<file path="config.mk">
export PLATFORM = sky130hd
export DESIGN_NAME = sorted_set_table_core
export DESIGN_NICKNAME = d
export VERILOG_FILES = /design/src/rtl/sst_pkg.sv /design/src/rtl/sorted_set_table_core.sv /design/src/rtl/sst_ctrl.sv /design/src/rtl/sst_dp.sv
export SDC_FILE = /design/constraint.sdc
export NUM_CORES = 2
export LEC_CHECK = 0
export ABC_AREA = 1
export BUFFER_PORTS_ARGS = -buffer_cell sky130_fd_sc_hd__buf_2
export CAP_MARGIN = 15
export CORE_AREA = 5 5 558 560
export DETAILED_ROUTE_END_ITERATION = 8
export DIE_AREA = 0 0 563 565
export GPL_ROUTABILITY_DRIVEN = 0
export GPL_TIMING_DRIVEN = 1
export PLACE_DENSITY_LB_ADDON = 0.15
export SLEW_MARGIN = 10
export SYNTH_ARGS = -nofsm -noshare
export SYNTH_HDL_FRONTEND = slang
export SYNTH_SLANG_ARGS = --single-unit
export TNS_END_PERCENT = 50
</file>
<file path="constraint.sdc">
create_clock -name i_clk -period 31.4 [get_ports i_clk]
set_clock_uncertainty 0.1 [all_clocks]
set_input_delay 4.71 -clock i_clk [delete_from_list [all_inputs] [get_ports i_clk]]
set_output_delay 4.71 -clock i_clk [all_outputs]
set_load 0.02 [all_outputs]
</file>
<file path="src/rtl/sst_pkg.sv">
`timescale 1ns / 1ps
package sst_pkg;

    // Defaults for the top-level parameters.
    localparam int DEPTH_DEF = 32;
    localparam int WIDTH_DEF = 32;

    // Fixed field widths of the ports.
    localparam int OP_W  = 3;
    localparam int VAL_W = 32;
    localparam int ST_W  = 3;
    localparam int POS_W = 5;
    localparam int CNT_W = 6;

    typedef enum logic [OP_W-1:0] {
        OP_INSERT = 3'd0,
        OP_REMOVE = 3'd1,
        OP_SEARCH = 3'd2,
        OP_FIRST  = 3'd3,
        OP_NEXT   = 3'd4
    } t_op;

    typedef enum logic [ST_W-1:0] {
        ST_OK       = 3'd0,
        ST_DUP      = 3'd1,
        ST_FULL     = 3'd2,
        ST_NOTFOUND = 3'd3,
        ST_END      = 3'd4
    } t_status;

    // Commands from the controller to the datapath.
    typedef struct packed {
        logic load;     // capture the operation and value of a transfer
        logic compare;  // register the per-entry compares and the cursor read
        logic execute;  // update the table and register the result
    } t_ctrl_cmd;

endpackage

</file>
<file path="src/rtl/sorted_set_table_core.sv">
`timescale 1ns / 1ps
// Sorted set table: keeps up to DEPTH distinct unsigned values in ascending
// order and runs one operation per transfer (insert, remove, search, first,
// next).
//
// Command channel: an operation and a value are transferred at a rising edge
// where start is high and busy is low. busy is high for the one cycle in
// which every stored entry is compared against the value in parallel.
//
// Result channel: o_valid is high for exactly one cycle with status, element,
// position and count; the receiver cannot stall it and must take it then.
// The result is registered at the edge that ends the table update cycle. A
// new command may be transferred at that edge, so its compare runs while the
// previous result is shown; a steady stream is paced by the compare cycle
// followed by the shift/update cycle of the row of entry registers.
//
// Reset (i_rst_n low, synchronous) empties the set and clears the read
// cursor; the entry registers themselves are not cleared, since only entries
// below the count are ever read.
module sorted_set_table_core
    import sst_pkg::*;
#(
    parameter int DEPTH = DEPTH_DEF,
    parameter int WIDTH = WIDTH_DEF
) (
    input  logic             i_clk,
    input  logic             i_rst_n,
    input  logic             start,
    output logic             busy,
    input  logic [OP_W-1:0]  i_op,
    input  logic [VAL_W-1:0] i_value,
    output logic             o_valid,
    output logic [ST_W-1:0]  o_status,
    output logic [VAL_W-1:0] o_elem_out,
    output logic [POS_W-1:0] o_position,
    output logic [CNT_W-1:0] o_count
);

    t_ctrl_cmd w_cmd;

    // The controller sequences capture, compare and update.
    sst_ctrl u_ctrl (
        .i_clk   (i_clk),
        .i_rst_n (i_rst_n),
        .start   (start),
        .busy    (busy),
        .o_cmd   (w_cmd)
    );

    // The datapath holds the sorted row of entries, count and cursor.
    sst_dp #(
        .DEPTH (DEPTH),
        .WIDTH (WIDTH)
    ) u_dp (
        .i_clk      (i_clk),
        .i_rst_n    (i_rst_n),
        .i_cmd      (w_cmd),
        .i_op       (i_op),
        .i_value    (i_value),
        .o_valid    (o_valid),
        .o_status   (o_status),
        .o_elem_out (o_elem_out),
        .o_position (o_position),
        .o_count    (o_count)
    );

endmodule

</file>
<file path="src/rtl/sst_ctrl.sv">
`timescale 1ns / 1ps
module sst_ctrl
    import sst_pkg::*;
(
    input  logic      i_clk,
    input  logic      i_rst_n,
    input  logic      start,
    output logic      busy,
    output t_ctrl_cmd o_cmd
);

    typedef enum logic [2:0] {
        S_IDLE = 3'b001,
        S_CMP  = 3'b010,
        S_EXEC = 3'b100
    } t_state;

    t_state r_state;
    t_state n_state;
    logic   w_accept;

    // Busy only while compares are formed; the execute cycle takes the next
    // transfer so that the table update and the new capture share one edge.
    assign busy     = (r_state == S_CMP);
    assign w_accept = start && !busy;

    always_comb begin
        n_state = r_state;
        unique case (r_state)
            S_IDLE:  n_state = w_accept ? S_CMP : S_IDLE;
            S_CMP:   n_state = S_EXEC;
            S_EXEC:  n_state = w_accept ? S_CMP : S_IDLE;
            default: n_state = S_IDLE;
        endcase
    end

    always_ff @(posedge i_clk) begin
        if (!i_rst_n) begin
            r_state <= S_IDLE;
        end else begin
            r_state <= n_state;
        end
    end

    assign o_cmd.load    = w_accept;
    assign o_cmd.compare = (r_state == S_CMP);
    assign o_cmd.execute = (r_state == S_EXEC);

endmodule

</file>
<file path="src/rtl/sst_dp.sv">
`timescale 1ns / 1ps
module sst_dp
    import sst_pkg::*;
#(
    parameter int DEPTH = DEPTH_DEF,
    parameter int WIDTH = WIDTH_DEF
) (
    input  logic             i_clk,
    input  logic             i_rst_n,
    input  t_ctrl_cmd        i_cmd,
    input  logic [OP_W-1:0]  i_op,
    input  logic [VAL_W-1:0] i_value,
    output logic             o_valid,
    output logic [ST_W-1:0]  o_status,
    output logic [VAL_W-1:0] o_elem_out,
    output logic [POS_W-1:0] o_position,
    output logic [CNT_W-1:0] o_count
);

    localparam int IW = $clog2(DEPTH);
    localparam int CW = $clog2(DEPTH + 1);

    logic [OP_W-1:0]  r_op;
    logic [WIDTH-1:0] r_val;
    logic [WIDTH-1:0] r_ent [DEPTH];
    logic [WIDTH-1:0] n_ent [DEPTH];
    logic [CW-1:0]    r_count;
    logic [CW-1:0]    n_count;
    logic [CW-1:0]    r_cursor;
    logic [CW-1:0]    n_cursor;
    logic [DEPTH-1:0] r_lt;
    logic [DEPTH-1:0] r_eq;
    logic [WIDTH-1:0] r_rd;
    logic             w_found;
    logic [IW-1:0]    w_pos;
    t_status          w_status;
    logic [WIDTH-1:0] w_elem;
    logic             w_ins;
    logic             w_rem;

    logic             r_valid;
    logic [ST_W-1:0]  r_status;
    logic [VAL_W-1:0] r_elem_out;
    logic [POS_W-1:0] r_position;
    logic [CNT_W-1:0] r_count_out;

    always_ff @(posedge i_clk) begin
        if (i_cmd.load) begin
            r_op  <= i_op;
            r_val <= WIDTH'(i_value);
        end
    end

    // Per-entry compares, masked to the stored entries.
    always_ff @(posedge i_clk) begin
        if (i_cmd.compare) begin
            for (int i = 0; i < DEPTH; i++) begin
                r_lt[i] <= (CW'(i) < r_count) && (r_ent[i] < r_val);
                r_eq[i] <= (CW'(i) < r_count) && (r_ent[i] == r_val);
            end
            if (t_op'(r_op) == OP_FIRST) begin
                r_rd <= r_ent[0];
            end else begin
                r_rd <= r_ent[r_cursor[IW-1:0]];
            end
        end
    end

    assign w_found = |r_eq;

    // Values are distinct, so at most one match bit is set.
    always_comb begin
        w_pos = '0;
        for (int i = 0; i < DEPTH; i++) begin
            if (r_eq[i]) begin
                w_pos = w_pos | IW'(i);
            end
        end
    end

    always_comb begin
        w_status = ST_OK;
        w_elem   = '0;
        w_ins    = 1'b0;
        w_rem    = 1'b0;
        n_count  = r_count;
        n_cursor = r_cursor;
        case (t_op'(r_op))
            OP_INSERT: begin
                if (w_found) begin
                    w_status = ST_DUP;
                end else if (r_count == CW'(DEPTH)) begin
                    w_status = ST_FULL;
                end else begin
                    w_ins   = 1'b1;
                    n_count = r_count + 1'b1;
                end
            end
            OP_REMOVE: begin
                if (!w_found) begin
                    w_status = ST_NOTFOUND;
                end else begin
                    w_rem   = 1'b1;
                    n_count = r_count - 1'b1;
                end
            end
            OP_SEARCH: begin
                if (!w_found) begin
                    w_status = ST_NOTFOUND;
                end
            end
            OP_FIRST: begin
                if (r_count == '0) begin
                    w_status = ST_END;
                end else begin
                    w_elem   = r_rd;
                    n_cursor = CW'(1);
                end
            end
            OP_NEXT: begin
                if (r_cursor >= r_count) begin
                    w_status = ST_END;
                end else begin
                    w_elem   = r_rd;
                    n_cursor = r_cursor + 1'b1;
                end
            end
            default: begin
                w_status = ST_OK;
            end
        endcase
    end

    // Insert opens a slot at the first entry not below the value; remove
    // pulls every entry from the match upward down by one.
    always_comb begin
        for (int i = 0; i < DEPTH; i++) begin
            n_ent[i] = r_ent[i];
        end
        if (w_ins) begin
            if (!r_lt[0]) begin
                n_ent[0] = r_val;
            end
            for (int i = 1; i < DEPTH; i++) begin
                if (!r_lt[i]) begin
                    n_ent[i] = r_lt[i-1] ? r_val : r_ent[i-1];
                end
            end
        end else if (w_rem) begin
            for (int i = 0; i < DEPTH - 1; i++) begin
                if (!r_lt[i]) begin
                    n_ent[i] = r_ent[i+1];
                end
            end
        end
    end

    always_ff @(posedge i_clk) begin
        if (i_cmd.execute) begin
            for (int i = 0; i < DEPTH; i++) begin
                r_ent[i] <= n_ent[i];
            end
        end
    end

    always_ff @(posedge i_clk) begin
        if (!i_rst_n) begin
            r_count  <= '0;
            r_cursor <= '0;
            r_valid  <= 1'b0;
        end else begin
            r_valid <= i_cmd.execute;
            if (i_cmd.execute) begin
                r_count  <= n_count;
                r_cursor <= n_cursor;
            end
        end
    end

    always_ff @(posedge i_clk) begin
        if (i_cmd.execute) begin
            r_status    <= w_status;
            r_elem_out  <= VAL_W'(w_elem);
            r_position  <= (t_op'(r_op) == OP_SEARCH && w_found) ? POS_W'(w_pos) : '0;
            r_count_out <= CNT_W'(n_count);
        end
    end

    assign o_valid    = r_valid;
    assign o_status   = r_status;
    assign o_elem_out = r_elem_out;
    assign o_position = r_position;
    assign o_count    = r_count_out;

endmodule

</file>
==> impl_metrics.env <==
export IMPL_outcome="complete, no violations"
export IMPL_route_final_wire_length_mm=400
export IMPL_slew_viol_final=0
export IMPL_synth_seq_area_share_pct=40.0
export IMPL_final_core_util_pct=32.9
export IMPL_grt_pass1_vias=77300
export IMPL_top_level_ports=86
export IMPL_fp_dieH_um=565
export IMPL_vias=84600
export IMPL_drive_above_1_share_pct=5.29
export IMPL_crit_path_kind="register to primary output"
export IMPL_net_count_after_synthesis=12500
export IMPL_final_min_period_ns=6.89
export IMPL_cts_sinks=1222
export IMPL_global_route_wire_length_before_repair_mm=569
export IMPL_initial_core_utilization_pct=29.8
export IMPL_min_delay_path_class="register to register"
export IMPL_placed_cells=15100
export IMPL_antenna_violating_nets_post_route=0
export IMPL_grt_setup_unrepaired="no"
export IMPL_worst_pin_slew_ns=1.23
export IMPL_ys_flop_type="sky130_fd_sc_hd__edfxtp_1"
export IMPL_postSynthCellCount=11400
export IMPL_ys_seq_elements=1222
export IMPL_tritoncts="built"
export IMPL_final_setup_worst_slack_ns=24.51
export IMPL_place_detailed_hpwl_mm=294
export IMPL_start_kind="register"
export IMPL_avgSynthCellArea_um2=7.96
export IMPL_detail_route_iter0_violations=9981
export IMPL_cts_root_to_sink_buffers=4
export IMPL_grt_max_degree=231
export IMPL_worstSetupEndpointType="primary output"
export IMPL_p_per_area_nw_per_um2=39.5
export IMPL_viasPerCell=5.51
export IMPL_commonest_cells_after_routing_fill_and_taps_aside="sky130_fd_sc_hd__nand2_1 (2,904), sky130_fd_sc_hd__o21ai_0 (2,174), sky130_fd_sc_hd__edfxtp_1 (1,201)"
export IMPL_cts_made_buffers=167
export IMPL_crit_fanout=10
export IMPL_detail_route_drc_violations=0
export IMPL_worstPathArrival_ns=2.08
export IMPL_min_period_over_period_pct=21.9
export IMPL_global_route_usage_total_pct=24.1
export IMPL_area_growth_syn_to_layout_pct=10.3
export IMPL_cts_resized=0
export IMPL_clk_insertion_delay_late_ns=0.87
export IMPL_layout_cells_most_common="sky130_fd_sc_hd__nand2_1"
export IMPL_antenna_found_initial=22
export IMPL_ir_worst_vdd_mv=0.0356
export IMPL_finalHoldViolCount=0
export IMPL_synth_warning_count=0
export IMPL_worst_hold_slack_ns=0.456
export IMPL_fmax_mhz=145
export IMPL_floorplan_die_area_um2=318000
export IMPL_grt_overflow=0
export IMPL_die_w_um=563
export IMPL_synthesis_area_um2=91100
export IMPL_static_leakage_power_nw=41.6
export IMPL_synth_lib_cells_used_distinct=51
export IMPL_layout_nets=12200
export IMPL_synth_edf_count=1201
export IMPL_setup_tns_ns=0
export IMPL_drv_cap=0
export IMPL_async_set_reset_flop_share_out_of_synthesis_pct=0
export IMPL_io_buffers=85
export IMPL_route_detailed_wl_per_inst_um=26.0
export IMPL_final_instance_count_excl_fill=15400
export IMPL_std_cell_rows=203
export IMPL_slew_headroom_pct=17.2
export IMPL_cts_reportedPaths_clkPinSlew_ns=0.06
export IMPL_core_area_um2=305000
export IMPL_finalSetupViolCount=0
export IMPL_htree_levels=4
export IMPL_place_worst_setup_slack_ns=25.29
export IMPL_clock_tree_root_cell="sky130_fd_sc_hd__clkbuf_16"
export IMPL_cts_hold_repair_buffers=0
export IMPL_dr_pass1_iters=9
export IMPL_timing_critical_path_required_ns=26.59
export IMPL_post_cts_repair_setup_buffers=0
-- critical path, cell delays in order, from the launching register on --
cell	delay, ns
sky130_fd_sc_hd__dfxtp_1	0.33
sky130_fd_sc_hd__nor3_2	0.26
sky130_fd_sc_hd__buf_4	0.38
sky130_fd_sc_hd__buf_2	0.24
-- registers in the layout, summed over array words and instances (netlist names), 5 cells and up, named ones only --
register	flops
u_dp.r_val	32
u_dp.r_count	6
u_dp.o_position	5
u_dp.r_eq	32
u_dp.o_count	6
u_dp.r_lt	32
u_dp.r_cursor	6
u_dp.r_rd	32
u_dp.o_elem_out	32
u_dp.r_ent	1024
-- cell type report --
type	instances	area, um2
Sequential cell	1222	36500
Clock buffer	211	4460
Multi-Input combinational cell	8711	48800
Antenna cell	7	17.5
Tap cell	4100	5130
Timing Repair Buffer	290	2080
Clock inverter	70	637
Fill cell	32200	205000
Inverter	747	2870
-- routing by layer --
layer	vias up	wire [um]	global-route usage (%)	share of wire, %
met5	-	69	0	0.017
met4	10	18300	9.59	4.6
met3	544	31600	3.67	7.9
met2	3627	168000	36.1	42
met1	40600	182000	34.8	45
li1	39800	-	-	-
-- worst paths after layout --
path,cells past startpoint,startpoint,to,slack (ns)
setup / recovery,3,u_ctrl.r_state[2],busy,24.51
hold / removal,2,u_dp.r_cursor[3],register,0.46
setup reg to reg,11,u_dp.r_count[0],u_dp.r_ent[9][23],26.01
hold reg to reg,2,u_dp.r_cursor[3],register,0.46
-- power breakdown --
group	switching, mW	internal (mW)	total, mW
Sequential	0.00892	1.77	1.78
Combinational	0.218	0.0919	0.309
Clock	0.797	1.09	1.88
Total	1.02	2.95	3.97
-- cells in the mapped netlist, drive strengths merged (6+ instances only) --
cell       n  share of area, %
nand2   2906                12
o21ai   2263                12
edfxtp  1201                40
ha      1034                14
a21oi    838               4.6
inv      744               3.1
nand3    700               3.9
clkbuf   531               2.2
o211ai   333               2.7
nor2     313               1.3
buf      237               1.3
nand4     98              0.67
nor3      68              0.37
nor4      41              0.28
dfxtp     21              0.46
a31oi     17              0.12
a21o      16              0.13
a211oi    15              0.12
o21bai    15              0.12
o21a       8             0.066
nor4b      6             0.058
-- stage by stage --
stage	cell area (um2)	power, mW
CTS	100000	4.01
floorplan	91100	2.00
finish	101000	3.97
detailed placement	95400	2.12
global route	100000	4.11
global placement	95300	2.11
-- kinds of logic (layout without fill, tap and decap cells) --
kind of cell	count (synthesis)	count (layout)	share of synthesized area, %
simple gates	4151	4151	18.7
compound gates	3517	3517	20.5
buf+inv	1515	1318	6.54
flops	1222	1222	40.0
fa+ha+maj	1034	1034	14.2
xor+xnor	9	9	0.0865
other cells	0	7	0
Note: power is estimated with default switching activity, not from simulation.
